### src/rtl/e2q_pkg.sv
// e2q_pkg: shared types, constants and CORDIC arctangent table for euler_to_quaternion.
// No dependencies.
`timescale 1ns / 1ps
`default_nettype none
package e2q_pkg;

  localparam int TrigIterationsDefault = 16;
  localparam int AtanEntries = 24;

  // Angle formats: half angle held with 2^28 codes per radian
  localparam logic signed [33:0] PiQ28     = 34'sd843314857;
  localparam logic signed [33:0] HalfPiQ28 = 34'sd421657428;
  localparam logic signed [33:0] GainQ30   = 34'sd652032874;
  localparam logic signed [47:0] OneQ14    = 48'sd16384;

  typedef struct packed {
    logic signed [15:0] roll_angle;
    logic signed [15:0] pitch_angle;
    logic signed [15:0] yaw_angle;
  } angles_t;

  typedef struct packed {
    logic signed [15:0] quat_x;
    logic signed [15:0] quat_y;
    logic signed [15:0] quat_z;
    logic signed [15:0] quat_w;
  } quat_t;

  // Folded half angle and cosine sign, handed from front to back
  typedef struct packed {
    logic signed [33:0] z;
    logic               flip;
  } fold_t;

  typedef struct packed {
    fold_t r;
    fold_t p;
    fold_t y;
  } folded_t;

  function automatic logic signed [33:0] atan_q28(input logic [4:0] i);
    logic signed [33:0] v;
    unique case (i)
      5'd0:  v = 34'sd210828714;
      5'd1:  v = 34'sd124459457;
      5'd2:  v = 34'sd65760959;
      5'd3:  v = 34'sd33381290;
      5'd4:  v = 34'sd16755422;
      5'd5:  v = 34'sd8385879;
      5'd6:  v = 34'sd4193963;
      5'd7:  v = 34'sd2097109;
      5'd8:  v = 34'sd1048571;
      5'd9:  v = 34'sd524287;
      5'd10: v = 34'sd262144;
      5'd11: v = 34'sd131072;
      5'd12: v = 34'sd65536;
      5'd13: v = 34'sd32768;
      5'd14: v = 34'sd16384;
      5'd15: v = 34'sd8192;
      5'd16: v = 34'sd4096;
      5'd17: v = 34'sd2048;
      5'd18: v = 34'sd1024;
      5'd19: v = 34'sd512;
      5'd20: v = 34'sd256;
      5'd21: v = 34'sd128;
      5'd22: v = 34'sd64;
      5'd23: v = 34'sd32;
      default: v = '0;
    endcase
    return v;
  endfunction

  // Clamp to plus or minus one in Q1.14
  function automatic logic signed [15:0] clamp_one(input logic signed [47:0] v);
    logic signed [15:0] r;
    if (v > OneQ14) r = 16'sd16384;
    else if (v < -OneQ14) r = -16'sd16384;
    else r = v[15:0];
    return r;
  endfunction

endpackage
`default_nettype wire

### src/rtl/e2q_queue.sv
// e2q_queue: two-entry queue between front and back.
// Depends on e2q_pkg.
`timescale 1ns / 1ps
`default_nettype none
module e2q_queue (
  input  wire logic               clk,
  input  wire logic               rst,
  input  wire logic               s_valid,
  output logic                    s_ready,
  input  wire e2q_pkg::folded_t   s_data,
  output logic                    m_valid,
  input  wire logic               m_ready,
  output e2q_pkg::folded_t        m_data
);
  import e2q_pkg::*;

  folded_t    mem [2];
  logic       wp, rp;
  logic [1:0] count;
  logic       push, pop;

  assign s_ready = count != 2'd2;
  assign m_valid = count != 2'd0;
  assign m_data  = mem[rp];
  assign push    = s_valid && s_ready;
  assign pop     = m_valid && m_ready;

  always_ff @(posedge clk) begin
    if (rst) begin
      wp <= 1'b0;
      rp <= 1'b0;
      count <= 2'd0;
    end else begin
      if (push) wp <= !wp;
      if (pop) rp <= !rp;
      count <= count + 2'(push) - 2'(pop);
    end
  end

  always_ff @(posedge clk) begin
    if (push) mem[wp] <= s_data;
  end
endmodule
`default_nettype wire

### config.mk
export PLATFORM = sky130hd
export DESIGN_NAME = e2q_queue
export DESIGN_NICKNAME = d
export VERILOG_FILES = /design/src/rtl/e2q_pkg.sv /design/src/rtl/e2q_queue.sv
export SDC_FILE = /design/constraint.sdc
export NUM_CORES = 1
export LEC_CHECK = 0
export ABC_AREA = 1
export BUFFER_PORTS_ARGS = -buffer_cell sky130_fd_sc_hd__clkbuf_2
export CELL_PAD_IN_SITES_DETAIL_PLACEMENT = 1
export CELL_PAD_IN_SITES_GLOBAL_PLACEMENT = 1
export CORE_ASPECT_RATIO = 2
export CORE_MARGIN = 1
export CORE_UTILIZATION = 40
export CTS_BUF_LIST = sky130_fd_sc_hd__clkbuf_2 sky130_fd_sc_hd__clkbuf_4 sky130_fd_sc_hd__clkbuf_8
export DETAILED_ROUTE_END_ITERATION = 8
export PLACE_DENSITY_LB_ADDON = 0.1
export SLEW_MARGIN = 10
export SYNTH_ARGS = -nofsm -noshare
export SYNTH_HDL_FRONTEND = slang
export SYNTH_SLANG_ARGS = --single-unit
### constraint.sdc
create_clock -name clk -period 8.7 [get_ports clk]
set_clock_uncertainty 0.15 [all_clocks]
set_input_delay 1.305 -clock clk [delete_from_list [all_inputs] [get_ports clk]]
set_output_delay 1.305 -clock clk [all_outputs]
set_load 0.02 [all_outputs]
==> impl_metrics.py <==
metrics = {
    "sta": {
        "max_freq_mhz": 229,
        "finalSetupViolCount": 0,
        "totalNegativeSetupSlack_ns": 0,
        "relSlewSlack_pct": 33.3,
        "hold_slack_ns": 0.359,
        "rsz0062_at_grt": "no",
        "worstMarginPinSlew_ns": 1.00,
        "period_share_pct": 50.1,
        "hold_violations": 0,
        "slew_viol_final": 0,
        "min_period_ns": 4.36,
    },
    "setup_path": {
        "crit_type": "reg2out",
        "startpoint_type": "flip-flop",
        "slowest_delay_ns": 0.88,
        "endpoint_kind": "output port",
        "critPathMaxFanout": 62,
        "slowest_stage": "buf_4",
        "arrival_ns": 2.90,
        "required_ns": 7.24,
        "worstRegToRegCells": 6,
        "path_cells": "buf_4 > mux2_2 > clkbuf_2",
    },
    "drt": {
        "viasPerCell": 4.64,
        "remaining_drc_errors": 0,
        "dr.pass1.iters": 4,
        "drt_iter0_drc": 107,
        "vias": 4127,
        "drt.antenna.violating_nets": 0,
        "post_drt_wl_per_cell_um": 18.6,
        "wirelength_um": 16500,
    },
    "power_and_ir_drop": {
        "p_int_uw": 2030,
        "p_clk_share_pct": 25.5,
        "power.density_nw_per_um2": 294,
        "pwr-share-comb_pct": 27.2,
        "leakagePower_uw": 0.00387,
        "ir_drop_mv": 0.175,
        "swShare_pct": 30.6,
        "p_sw_uw": 896,
        "total_power_uw": 2930,
        "p_seq_share_pct": 47.3,
    },
    "global_route": {
        "grt_pass1_wl_um": 24100,
        "grt_pass1_vias": 4511,
        "antenna_found_initial": 1,
        "grt_max_degree": 63,
        "grt_usage_pct": 15.9,
        "grt_overflow_total": 0,
    },
    "clocking": {
        "htreeDepth": 1,
        "cts_tree": "done",
        "path_clk_slew_ns": 0.06,
        "clockBufferDepth": 3,
        "ctsHoldBuffers": 0,
        "clock-root-buffer": "clkbuf_8",
        "cts_made_buffers": 31,
        "clkLatencyLatePin_ns": 0.57,
        "cts_sinks": 215,
        "cts_setup_buffers": 0,
        "cts-resized-gates": 0,
    },
    "cells_and_area": {
        "fill_cells": 1952,
        "fin_area_um2": 9950,
        "drive_above_1_share_pct": 59.9,
        "fin_nets": 714,
        "syn_to_final_growth_pct": 23.4,
        "fin_util_pct": 50.2,
    },
    "placement": {
        "place_congestion": 0.730,
        "placed_area_um2": 9370,
        "port_buffers": 215,
        "hpwl_um": 11000,
    },
    "floorplanning": {
        "start_util_pct": 40.7,
        "fp.dieH_um": 203,
        "die-area_um2": 20800,
        "ioPinCount": 216,
        "core_region_area_um2": 19800,
        "fp-row-count": 73,
        "die_w_um": 102,
    },
    "run_status": {
        "status": "complete, no violations",
    },
    "logic_synthesis": {
        "syn_avg_cell_area_um2": 22.2,
        "synth_compound_area_share_pct": 0.124,
        "synth_edf_count": 210,
        "ys_ff_latch": 215,
        "ys_seq_area_share_pct": 79.5,
        "yosysWarnings": 0,
        "yosysTopAreaCell": "edfxtp_1",
        "synthFlopType": "edfxtp_1",
        "synthArstFlopShare_pct": 0,
        "synthDistinctLibCells": 16,
        "synth_xor_area_share_pct": 0.109,
        "synth.area.top_cells": "edfxtp_1, mux2_4, mux2_2",
        "synthSimpleGateAreaFrac_pct": 0.916,
        "synth_nets": 473,
        "yosys-top-cells-count": "edfxtp_1, mux2_2, mux2_4, nor2_1",
        "synth_area_um2": 8060,
        "synthCells": 363,
        "synth_top_area_share_pct": 78.2,
        "synth_most_common_cell": "edfxtp_1",
        "synth_top_family_by_area": "multiplexers",
        "synth_fa_ha_area_share_pct": 0.155,
        "synth.area.mux_share_pct": 17.0,
    },
    "run": {
        "drv_cap": 0,
    },
    "hold_path": {
        "hold_class": "reg2reg",
        "hold_depth": 2,
    },
}
==> sequential cells by signal, indices dropped and copies added, names as in the netlist, named ones only <==
register and count:
mem 210, count 2, rp 1, wp 1
==> area by class of cell <==
class | count | area [um2] | share of cell area, %
flip-flops and latches | 215 | 6410 | 64.4
multi-input cells | 128 | 1490 | 15.0
repair buffers | 220 | 1110 | 11.2
clock buffers | 44 | 524 | 5.27
well taps | 262 | 328 | 3.30
clock inverters | 11 | 50.0 | 0.503
inverters | 8 | 30.0 | 0.302
diodes | 1 | 2.50 | 0.0252
==> stage by stage <==
step / std cells / worst slack, ns
after floorplan: 363 / 2.14
after global placement: 833 / 4.90
after detailed placement: 833 / 4.86
after CTS: 888 / 4.22
after global routing: 889 / 4.17
final: 889 / 4.34
==> power groups by stage <==
stage	Sequential (uW)	Combinational, uW	Clock (uW)
final	1380	797	747
after global routing	1400	851	812
after CTS	1390	815	782
after detailed placement	1410	814	0
after global placement	1400	803	0
after floorplan	1390	614	0
==> cells in the final DEF, fill, tap and decap left out, drive strengths merged <==
cell type / synthesis / routed
nand2: 8 / 8
clkinv: 0 / 9
dfxtp: 5 / 5
nor3: 1 / 1
nor2: 9 / 9
xnor2: 1 / 1
ha: 1 / 1
inv: 8 / 8
diode: 0 / 1
a21oi: 2 / 2
edfxtp: 210 / 210
clkbuf: 0 / 259
buf: 12 / 5
clkinvlp: 0 / 2
mux2: 105 / 105
nand3: 1 / 1
==> cell families (layout without fill, tap and decap cells) <==
| family | after synthesis | in the layout |
|---|---|---|
| flops | 215 | 215 |
| mux | 105 | 105 |
| buf+inv | 20 | 283 |
| simple gates | 19 | 19 |
| compound gates | 2 | 2 |
| fa+ha+maj | 1 | 1 |
| xor+xnor | 1 | 1 |
| other cells | 0 | 1 |
==> final timing paths <==
kind | slack (ns) | startpoint | to
setup / recovery | 4.34 | flip-flop | m_data[37]
hold / removal | 0.36 | rp$_SDFFE_PP0P_ | rp$_SDFFE_PP0P_
setup reg to reg | 5.93 | count[0]$_SDFF_PP0_ | mem[1][42]$_DFFE_PP_
hold reg to reg | 0.36 | rp$_SDFFE_PP0P_ | rp$_SDFFE_PP0P_
==> worst max-delay path: cells and delay by family, from the launching register on <==
kind / cells / cell delay [ns]
mux: 1 / 0.43
flops: 1 / 0.79
buf+inv: 2 / 1.04
==> per-layer routing <==
layer  vias up  part of all wire, %  track usage [%]
met3        39                  6.4             3.65
li1       1903                    -                -
met5         -                    0                0
met1      2029                   35             16.7
met2       156                   55             28.6
met4         0                  3.8             8.52
Power figures use the tool's default switching activity.
