--- src/rtl/e2q_pkg.sv ---
// e2q_pkg: shared types, constants and CORDIC arctangent table for euler_to_quaternion.
// No dependencies.
`timescale 1ns / 1ps
`default_nettype none
package e2q_pkg;

  localparam int TrigIterationsDefault = 16;
  localparam int AtanEntries = 24;

  // Angle formats: half angle held with 2^28 codes per radian
  localparam logic signed [33:0] PiQ28     = 34'sd843314857;
  localparam logic signed [33:0] HalfPiQ28 = 34'sd421657428;
  localparam logic signed [33:0] GainQ30   = 34'sd652032874;
  localparam logic signed [47:0] OneQ14    = 48'sd16384;

  typedef struct packed {
    logic signed [15:0] roll_angle;
    logic signed [15:0] pitch_angle;
    logic signed [15:0] yaw_angle;
  } angles_t;

  typedef struct packed {
    logic signed [15:0] quat_x;
    logic signed [15:0] quat_y;
    logic signed [15:0] quat_z;
    logic signed [15:0] quat_w;
  } quat_t;

  // Folded half angle and cosine sign, handed from front to back
  typedef struct packed {
    logic signed [33:0] z;
    logic               flip;
  } fold_t;

  typedef struct packed {
    fold_t r;
    fold_t p;
    fold_t y;
  } folded_t;

  function automatic logic signed [33:0] atan_q28(input logic [4:0] i);
    logic signed [33:0] v;
    unique case (i)
      5'd0:  v = 34'sd210828714;
      5'd1:  v = 34'sd124459457;
      5'd2:  v = 34'sd65760959;
      5'd3:  v = 34'sd33381290;
      5'd4:  v = 34'sd16755422;
      5'd5:  v = 34'sd8385879;
      5'd6:  v = 34'sd4193963;
      5'd7:  v = 34'sd2097109;
      5'd8:  v = 34'sd1048571;
      5'd9:  v = 34'sd524287;
      5'd10: v = 34'sd262144;
      5'd11: v = 34'sd131072;
      5'd12: v = 34'sd65536;
      5'd13: v = 34'sd32768;
      5'd14: v = 34'sd16384;
      5'd15: v = 34'sd8192;
      5'd16: v = 34'sd4096;
      5'd17: v = 34'sd2048;
      5'd18: v = 34'sd1024;
      5'd19: v = 34'sd512;
      5'd20: v = 34'sd256;
      5'd21: v = 34'sd128;
      5'd22: v = 34'sd64;
      5'd23: v = 34'sd32;
      default: v = '0;
    endcase
    return v;
  endfunction

  // Clamp to plus or minus one in Q1.14
  function automatic logic signed [15:0] clamp_one(input logic signed [47:0] v);
    logic signed [15:0] r;
    if (v > OneQ14) r = 16'sd16384;
    else if (v < -OneQ14) r = -16'sd16384;
    else r = v[15:0];
    return r;
  endfunction

endpackage
`default_nettype wire

--- src/rtl/e2q_front.sv ---
// e2q_front: accepts angle transfers, halves and folds each angle into +-pi/2.
// Depends on e2q_pkg.
`timescale 1ns / 1ps
`default_nettype none
module e2q_front (
  input  wire logic               clk,
  input  wire logic               rst,
  input  wire logic               in_valid,
  output logic                    in_ready,
  input  wire e2q_pkg::angles_t   in_data,
  output logic                    f_valid,
  input  wire logic               f_ready,
  output e2q_pkg::folded_t        f_data
);
  import e2q_pkg::*;

  function automatic fold_t fold(input logic signed [15:0] a);
    fold_t f;
    logic signed [33:0] z;
    z = 34'(a) <<< 14;
    f.flip = 1'b1;
    if (z > HalfPiQ28) f.z = PiQ28 - z;
    else if (z < -HalfPiQ28) f.z = -PiQ28 - z;
    else begin
      f.z = z;
      f.flip = 1'b0;
    end
    return f;
  endfunction

  // Single output register, refilled in the cycle it drains
  assign in_ready = !f_valid || f_ready;

  always_ff @(posedge clk) begin
    if (rst) begin
      f_valid <= 1'b0;
    end else if (in_ready) begin
      f_valid <= in_valid;
    end
  end

  always_ff @(posedge clk) begin
    if (in_ready && in_valid) begin
      f_data.r <= fold(in_data.roll_angle);
      f_data.p <= fold(in_data.pitch_angle);
      f_data.y <= fold(in_data.yaw_angle);
    end
  end
endmodule
`default_nettype wire

--- config.mk ---
export PLATFORM = sky130hd
export DESIGN_NAME = e2q_front
export DESIGN_NICKNAME = d
export VERILOG_FILES = /design/src/rtl/e2q_pkg.sv /design/src/rtl/e2q_front.sv
export SDC_FILE = /design/constraint.sdc
export NUM_CORES = 1
export LEC_CHECK = 0
export BUFFER_PORTS_ARGS = -buffer_cell sky130_fd_sc_hd__buf_4
export CAP_MARGIN = 20
export CORE_MARGIN = 8
export CORE_UTILIZATION = 55
export CTS_CLUSTER_DIAMETER = 200
export DETAILED_ROUTE_END_ITERATION = 7
export GPL_TIMING_DRIVEN = 0
export PLACE_DENSITY_LB_ADDON = 0.1
export SLEW_MARGIN = 30
export SYNTH_ARGS = -nofsm -noshare
export SYNTH_HDL_FRONTEND = slang
export SYNTH_SLANG_ARGS = --single-unit
--- constraint.sdc ---
create_clock -name clk -period 6.9 [get_ports clk]
set_input_delay 1.035 -clock clk [delete_from_list [all_inputs] [get_ports clk]]
set_output_delay 1.035 -clock clk [all_outputs]
set_load 0.01 [all_outputs]
==> impl_metrics.ini, run 1 <==
[status]
outcome = completed

[timing]
max-slew-margin-rel = 0.5822
grt_setup_unrepaired = false
timing_worst_slew_pin_value_ns = 0.6186
worst_clock_skew_ns = 0.006316
final-max-slew-violation-count = 0
final.period_utilization = 0.5210
clock.fmax_mhz = 278.2
timing.final.setup_violations = 0
fin_crit_ns = 3.595
hold_viol_final = 0
final_sum_of_negative_setup_slack_ns = 0
hold_slack_ns = 0.5560

[setup_path]
r2r_slack_ns = 5.47
crit_path_max_incr_delay_ns = 0.40
timing.critical_path.arrival_ns = 3.68
setup_crit_path_kind = input pin to flip-flop
worst_reg2reg_startpoint = f_valid
worst_setup_path_endpoint = f_data[21]
worst_ep_required_time_ns = 6.99
crit_path_top_delay_cell = clkbuf_1
path_delay_family = buffers and inverters
worstPathMaxFanout = 10
worstSetupPathDepth = 15
worst_setup_start_kind = input pin
worst_reg2reg_path_length_in_cells = 3
startpoint = in_data[0]
regToRegEndpoint = f_data[82]
timing.critical_path.cells = buf_4, inv_1, ha_1, nand2b_1, a41o_1, a31oi_1, nor2_1, o31ai_1, ha_1, clkbuf_1, inv_1, clkbuf_1, a21oi_1, mux2i_1, xnor2_1
cp_num_buf_inv = 5
crit_path_end_kind = flip-flop

[yosys]
synth_enable_flop_cells = 63
ys_top_cells_by_area = edfxtp_1 42%, buf_4 7.0%, mux2i_1 4.5%, ha_1 4.2%, xor2_1 3.9%
synth_fp_nets = 515
synth_area_per_cell_um2 = 10.00
synth_cell_type_count = 60
seq_total_area_yosys = 0.4266
ys.warnings.count = 0
synth.top_cells.by_count = 63 x edfxtp_1, 42 x buf_4, 32 x nand2_1
leading_cell_type_by_number_of_instances_after_synthesis = edfxtp_1
synth_top_area_share = 0.4221
asyncSetResetFlopFracSynth = 0
synth-main-ff-cell = edfxtp_1
synth_top_area_cell = edfxtp_1
synth.cell_area_um2 = 4482
yosys_register_bits = 64
syn_inst = 448

[global_routing]
grt_pass1_vias = 3885
grt_start_max_net_pins = 42
total_routing_usage_gr = 0.2011
globalRoute.totalOverflow = 0
grt_pass1_wl_um = 18600
number_of_antenna_violations_at_the_first_check_in_global_routing = 0

[cts]
postCtsResizedCells = 0
cts.hold.buffers_added = 0
post_cts.repair.setup_buffers = 0
clockBufferDepth = 2
numCtsBuffers = 9
path_clk_slew_ns = 0.07
clock_tree_from_tritoncts = yes
clock-root-buffer = clkbuf_8
cts.sinks = 64
htree_levels = 3
clkLatencyLatePin_ns = 0.34

[cells_and_area]
diodes = 0
post-route-cell-area_um2 = 5882
synthToLayoutAreaGrowth_pct = 31.24
final_core_occ = 0.7305
post_route_cells_drive_above_1_share = 0.3707
fin_nets = 669
instances_no_fill = 712

[drt]
drt_pre_antenna_iters = 5
avgViaCountPerCell = 5.365
wl_per_cell_um = 16.36
postRouteAntennaNets = 0
dr_total_vias = 3820
drt_wl_total_um = 11650
initialDrtViolationCount = 174
drcViolationCount = 0

[floorplan]
chipHeight_um = 106.3
rows = 33
io_pins = 159
core_um2 = 8051
floorplan.initialDensity = 0.5566
die_width_um = 106.3
die_area_um2 = 11290

[power_and_ir_drop]
clkPwrFrac = 0.277
total_net_switching_power_mw = 0.3263
power.share.sequential = 0.436
vdd_drop_max_mv = 0.1138
netSwitchingFraction = 0.2894
internal_power_mw = 0.8012
power-per-cell-area_nw_per_um2 = 191.7
share_comb_of_total_power = 0.287
leakagePower_nw = 2.662

[hold_path]
worst_hold_path_type = flip-flop to flip-flop

[placed_design]
placement.io_buffers = 142
dp.final_hpwl_um = 9037
routability_cong = 0.8851
numPlacedInstances = 696
placement.cell_area_um2 = 5702

[job]
maxCapViolations = 0
## logic make-up (layout without fill, tap and decap cells)
kind of cell / Yosys count / in the layout / share of synthesized area
compound gates: 87 / 87 / 0.1413
xor+xnor: 38 / 38 / 0.07426
fa+ha+maj: 15 / 15 / 0.04188
buf+inv: 99 / 258 / 0.1240
flops: 64 / 64 / 0.4266
mux: 23 / 23 / 0.05220
simple gates: 122 / 122 / 0.1399
## power groups by stage
stage / Combinational [mW] / Sequential (mW) / Clock, mW
global route: 0.353 / 0.496 / 0.328
floorplan: 0.161 / 0.518 / 0
detailed placement: 0.325 / 0.501 / 0
finish: 0.323 / 0.492 / 0.312
global placement: 0.317 / 0.501 / 0
CTS: 0.326 / 0.493 / 0.316
## how the worst min path moves through the flow
stage / from / to / cells past startpoint
2_1_floorplan: f_valid / f_valid / 2
3_3_place_gp: f_valid / f_valid / 2
3_5_place_dp: f_valid / f_valid / 2
4_1_cts: f_valid / f_valid / 2
5_1_grt: f_valid / f_valid / 2
6_report: f_valid / f_valid / 2
## cell type report
class / count / area (um^2)
well taps: 105 / 131.4
repair buffers: 143 / 1086
multi-input cells: 285 / 2017
clock inverters: 4 / 45.04
inverters: 31 / 118.9
clock buffers: 12 / 135.1
fillers: 629 / 2170
flip-flops and latches: 64 / 1912
plain buffers: 68 / 436.7
## stage by stage
step	power, mW	setup slack [ns]
final	1.127	3.305
after CTS	1.135	3.311
after floorplan	0.6786	3.591
after global routing	1.176	3.110
after detailed placement	0.8254	2.974
after global placement	0.8187	2.954
## flip-flops by register name, indices dropped and copies added (netlist names)
name and flops:
f_data 63, f_valid 1
## metal layers
| layer | GRT usage | wire length (um) | vias up |
|---|---|---|---|
| li1 | - | - | 1886 |
| met1 | 0.2181 | 4480 | 1751 |
| met2 | 0.3637 | 5960 | 158 |
| met3 | 0.05082 | 961 | 25 |
| met4 | 0.08442 | 246 | 0 |
| met5 | 0 | 0 | - |
## cells in the final DEF (no fill, tap or decap), types with 15 or more instances in the layout
| cell type | instances |
|---|---|
| buf_4 | 184 |
| clkbuf_1 | 20 |
| edfxtp_1 | 63 |
| ha_1 | 15 |
| inv_1 | 27 |
| mux2i_1 | 20 |
| nand2_1 | 32 |
| nor2_1 | 24 |
| xnor2_1 | 18 |
| xor2_1 | 20 |
## tightest hold or removal path, stage by stage, from the launching register on
cell	delay, ns
dfxtp_1	0.32
nand2b_1	0.12
a21oi_1	0.08
Power figures use the tool's default switching activity.
==> inputs of run 2 (changes only) <==
- CORE_UTILIZATION: 55 -> 51
- clock period: 6.9 -> 3.6 ns (I/O delays scaled with it)
==> run 2 against run 1 <==
Effect of this change: register-to-register slack lost 3.2 ns; die area grew 6.6%; non-clock buffer count is the same; largest cell class unchanged; first-iteration DRC count shrank 19%; global-route usage shrank 1.0 points.
==> impl_metrics.ini, run 2 (synthesis results as in run 1) <==
[setup_path]
worst_reg2reg_startpoint = f_valid
timing.critical_path.arrival_ns = 3.11
crit_path_end_kind = flip-flop
worst_reg2reg_path_length_in_cells = 3
crit_path_max_incr_delay_ns = 0.38
worst_ep_required_time_ns = 3.68
crit_path_top_delay_cell = clkbuf_1
worstPathMaxFanout = 10
regToRegEndpoint = f_data[100]
r2r_slack_ns = 2.22
setup_crit_path_kind = input pin to flip-flop
timing.critical_path.cells = buf_4, inv_1, ha_1, nand2b_1, a41o_1, a31oi_1, nor2_1, o31ai_1, ha_1, clkbuf_1, inv_1, clkbuf_1, o31ai_1, xor2_1
worst_setup_start_kind = input pin

[timing]
timing.final.setup_violations = 0
grt_setup_unrepaired = false
final-max-slew-violation-count = 0
max-slew-margin-rel = 0.6021
hold_viol_final = 0
final_sum_of_negative_setup_slack_ns = 0
clock.fmax_mhz = 329.9
timing_worst_slew_pin_value_ns = 0.5892
final.period_utilization = 0.8419
worst_clock_skew_ns = 0.009552
hold_slack_ns = 0.3447
fin_crit_ns = 3.031

[cells_and_area]
reg.largest.list = f_data: 63 flops, f_valid: 1 flops
post_route_cells_drive_above_1_share = 0.3740
diodes = 0
register_area_um2 = 1912
fin_nets = 669
fillers = 657
synthToLayoutAreaGrowth_pct = 31.66
multi_input_comb_area_um2 = 2017
most_common_cell_after_layout_fill_and_taps_aside = buf_4
highest_count_cells_in_the_layout_ignoring_fill_and_taps = 184 x buf_4, 63 x edfxtp_1, 32 x nand2_1
largest_register_ffs = 63
regMostFlops = f_data
final_core_occ = 0.6833

[job]
maxCapViolations = 0

[drt]
avgViaCountPerCell = 5.401
initialDrtViolationCount = 141
drcViolationCount = 0
wl_per_cell_um = 16.23
postRouteAntennaNets = 0
dr_total_vias = 3862
drt_wl_total_um = 11600
drt_pre_antenna_iters = 4

[power_and_ir_drop]
internal_power_mw = 1.535
total_net_switching_power_mw = 0.6332
vdd_drop_max_mv = 0.1729
netSwitchingFraction = 0.2920
power-per-cell-area_nw_per_um2 = 367.5
share_comb_of_total_power = 0.286
power.share.sequential = 0.435
leakagePower_nw = 2.663
clkPwrFrac = 0.280

[floorplan]
io_pins = 159
floorplan.initialDensity = 0.5190
chipHeight_um = 109.7
rows = 34
die_area_um2 = 12040
die_width_um = 109.7
core_um2 = 8636

[cts]
postCtsResizedCells = 0
clock-root-buffer = clkbuf_8
clock_tree_from_tritoncts = yes
cts.sinks = 64
clkLatencyLatePin_ns = 0.35
post_cts.repair.setup_buffers = 0
clockBufferDepth = 2
cts.hold.buffers_added = 0
htree_levels = 3
path_clk_slew_ns = 0.07
numCtsBuffers = 9

[placed_design]
routability_cong = 0.9409
dp.final_hpwl_um = 9074
placement.io_buffers = 142

[global_routing]
globalRoute.totalOverflow = 0
grt_pass1_wl_um = 18220
grt_pass1_vias = 3860
number_of_antenna_violations_at_the_first_check_in_global_routing = 0
grt_start_max_net_pins = 48
total_routing_usage_gr = 0.1908

[hold_path]
hold_start = rst
worst_hold_path_type = input pin to flip-flop
whs_endpoint = f_valid
min_delay_path_depth = 2

[status]
outcome = completed
run 2: changes by cell type in the layout (fill, tap and decap cells not counted):
cell / delta
clkbuf_1: -2
buf_16: +1
buf_12: -1
clkinvlp_4: +2
run 2: layout make-up:
cell class | instances | area share
Inverter | 31 | 0.02014
Sequential cell | 64 | 0.3240
Multi-Input combinational cell | 285 | 0.3418
Clock inverter | 6 | 0.01018
Buffer | 68 | 0.07400
Timing Repair Buffer | 143 | 0.1853
Clock buffer | 10 | 0.02163
Tap cell | 108 | 0.02290
run 2: how the worst max path moves through the flow:
stage / from / endpoint / slack (ns) / depth (start not counted)
final: in_data[0] / f_data[27] / 0.57 / 14
after global routing: in_data[0] / f_data[27] / 0.32 / 14
after CTS: in_data[0] / f_data[18] / 0.61 / 14
after detailed placement: in_data[0] / f_data[18] / 0.25 / 14
after global placement: in_data[0] / f_data[27] / 0.26 / 14
after floorplan: in_data[0] / f_data[29] / 0.79 / 12
run 2: metrics by stage:
stage                     cell area (um^2)  power, mW  setup slack [ns]  std cells
after floorplan                       4482      1.301            0.7859        448
after global placement                5683      1.564            0.2625        698
after detailed placement              5713      1.583            0.2463        699
after CTS                             5901      2.183            0.6143        715
after global routing                  5901      2.273            0.3249        715
final                                 5901      2.169            0.5690        715
run 2: layer usage:
layer / track usage / share of wire / up-vias
li1: - / - / 1885
met5: 0 / 0 / -
met3: 0.04045 / 0.083 / 15
met1: 0.2150 / 0.38 / 1821
met2: 0.3428 / 0.52 / 141
met4: 0.07715 / 0.014 / 0
run 2: power groups by stage:
stage / clock [mW] / sequential, mW / combinational, mW
2_1_floorplan: 0 / 0.992 / 0.308
3_3_place_gp: 0 / 0.959 / 0.604
3_5_place_dp: 0 / 0.960 / 0.623
4_1_cts: 0.614 / 0.944 / 0.625
5_1_grt: 0.647 / 0.951 / 0.676
6_report: 0.606 / 0.943 / 0.620
run 2: critical path: cells and delay by family:
kind	cells	cell delay (ns)
AO/OA/AOI/OAI	4	0.83
buffers and inverters	5	0.96
XOR/XNOR	1	0.17
AND/OR/NAND/NOR	2	0.13
adder cells (fa/ha/maj)	2	0.45
==> inputs of run 3 (changes only) <==
- clock period: 3.6 -> 2.9 ns (I/O delays scaled with it)
==> run 3 against run 2 <==
Effect of this change: sequential share of layout area is the same; clock power grew 24%; largest power group unchanged; highest routed layer unchanged; critical path type unchanged; die area is the same; utilization is the same; non-clock buffer count shrank 1.
==> impl_metrics.ini, run 3 (synthesis results as in run 1) <==
[cells_and_area]
final_core_occ = 0.6833
highest_count_cells_in_the_layout_ignoring_fill_and_taps = 184 x buf_4, 63 x edfxtp_1, 32 x nand2_1
post_route_cells_drive_above_1_share = 0.3779
most_common_cell_after_layout_fill_and_taps_aside = buf_4
instances_no_fill = 714
fin_nets = 668
synthToLayoutAreaGrowth_pct = 31.66
diodes = 0
regMostFlops = f_data
reg.largest.list = f_data: 63 flops, f_valid: 1 flops
largest_register_ffs = 63

[setup_path]
setup_crit_path_kind = input pin to flip-flop
crit_path_top_delay_cell = or3_1
r2r_slack_ns = 1.50
worst_setup_start_kind = input pin
path_delay_family = compound AO/OA/AOI/OAI gates
worst_reg2reg_startpoint = f_valid
worst_reg2reg_path_length_in_cells = 3
crit_path_max_incr_delay_ns = 0.37
crit_path_end_kind = flip-flop
timing.critical_path.arrival_ns = 2.86
cp_num_buf_inv = 3
worst_ep_required_time_ns = 3.08
cell_with_the_most_instances_on_the_worst_path = inv_1
timing.critical_path.cells = buf_4, inv_1, ha_1, nand2b_1, a41o_1, a31oi_1, nor2_1, o31ai_1, ha_2, inv_1, or3_1, o22ai_1, nand2_1, a22oi_1
regToRegEndpoint = f_data[96]
worstPathMaxFanout = 9

[cts]
htree_levels = 3
path_clk_slew_ns = 0.07
post_cts.repair.setup_buffers = 0
clock-root-buffer = clkbuf_8
cts.sinks = 64
clock_tree_from_tritoncts = yes
clockBufferDepth = 2
cts.hold.buffers_added = 0
postCtsResizedCells = 0
clkLatencyLatePin_ns = 0.35
numCtsBuffers = 9

[timing]
fin_crit_ns = 2.682
worst_clock_skew_ns = 0.009322
max-slew-margin-rel = 0.6049
clock.fmax_mhz = 372.8
final-max-slew-violation-count = 0
hold_viol_final = 0
grt_setup_unrepaired = false
final.period_utilization = 0.9250
timing_worst_slew_pin_value_ns = 0.5851
timing.final.setup_violations = 0

[floorplan]
chipHeight_um = 109.7
io_pins = 159
die_area_um2 = 12040
die_width_um = 109.7
core_um2 = 8636
rows = 34
floorplan.initialDensity = 0.5190

[drt]
avgViaCountPerCell = 5.422
drt_wl_total_um = 11590
wl_per_cell_um = 16.23
postRouteAntennaNets = 0
drt_pre_antenna_iters = 5
drcViolationCount = 0
initialDrtViolationCount = 148
dr_total_vias = 3871

[placed_design]
routability_cong = 0.9409
numPlacedInstances = 699
placement.io_buffers = 142
dp.final_hpwl_um = 9074

[status]
outcome = completed

[global_routing]
total_routing_usage_gr = 0.1908
globalRoute.totalOverflow = 0
number_of_antenna_violations_at_the_first_check_in_global_routing = 0
grt_pass1_vias = 3860
grt_pass1_wl_um = 18220
grt_start_max_net_pins = 48

[power_and_ir_drop]
leakagePower_nw = 2.664
vdd_drop_max_mv = 0.2133
power-per-cell-area_nw_per_um2 = 455.8

[job]
maxCapViolations = 0

[hold_path]
whs_endpoint = f_valid
min_delay_path_depth = 2
hold_start = rst
worst_hold_path_type = input pin to flip-flop
run 3: cell types whose count changed in the layout (fill, tap and decap cells not counted):
cell | before | now
ha_1 | 15 | 14
clkbuf_2 | 0 | 1
ha_2 | 0 | 1
clkbuf_1 | 18 | 16
run 3: stage by stage:
step	hold slack [ns]	worst slack, ns	setup TNS [ns]	power, mW	area [um^2]
after global routing	0.2254	0.007387	0	2.823	5901
after CTS	0.2230	0.01932	0	2.710	5901
after detailed placement	0.5442	-0.3487	-3.041	1.965	5713
after floorplan	0.5041	0.1909	0	1.615	4482
after global placement	0.5015	-0.3325	-19.69	1.941	5683
final	0.2411	0.2176	0	2.690	5901
run 3: layout make-up:
type / instances / area [um^2]
well taps: 108 / 135.1
repair buffers: 143 / 1094
multi-input cells: 285 / 2019
clock buffers: 10 / 127.6
plain buffers: 67 / 434.2
flip-flops and latches: 64 / 1912
inverters: 31 / 118.9
fillers: 657 / 2735
clock inverters: 6 / 60.06
run 3: report_power, final:
group / total (mW) / internal, mW / switching, mW
registers: 1.17 / 1.13 / 0.0368
logic: 0.770 / 0.381 / 0.389
clock network: 0.749 / 0.392 / 0.357
run 3: worst max-delay path by stage:
stage	startpoint	cells past startpoint	endpoint	slack (ns)
2_1_floorplan	in_data[0]	12	f_data[29]	0.19
3_3_place_gp	in_data[0]	14	f_data[27]	-0.33
3_5_place_dp	in_data[0]	14	f_data[18]	-0.35
4_1_cts	in_data[0]	14	f_data[18]	0.02
5_1_grt	in_data[0]	14	f_data[30]	0.007
6_report	in_data[0]	14	f_data[30]	0.22
run 3: metal layers:
layer | routed length, um | up-vias | global-route usage
met3 | 1037 | 23 | 0.04045
met4 | 208 | 0 | 0.07715
met2 | 5980 | 176 | 0.3428
met1 | 4360 | 1793 | 0.2150
li1 | - | 1879 | -
met5 | 0 | - | 0
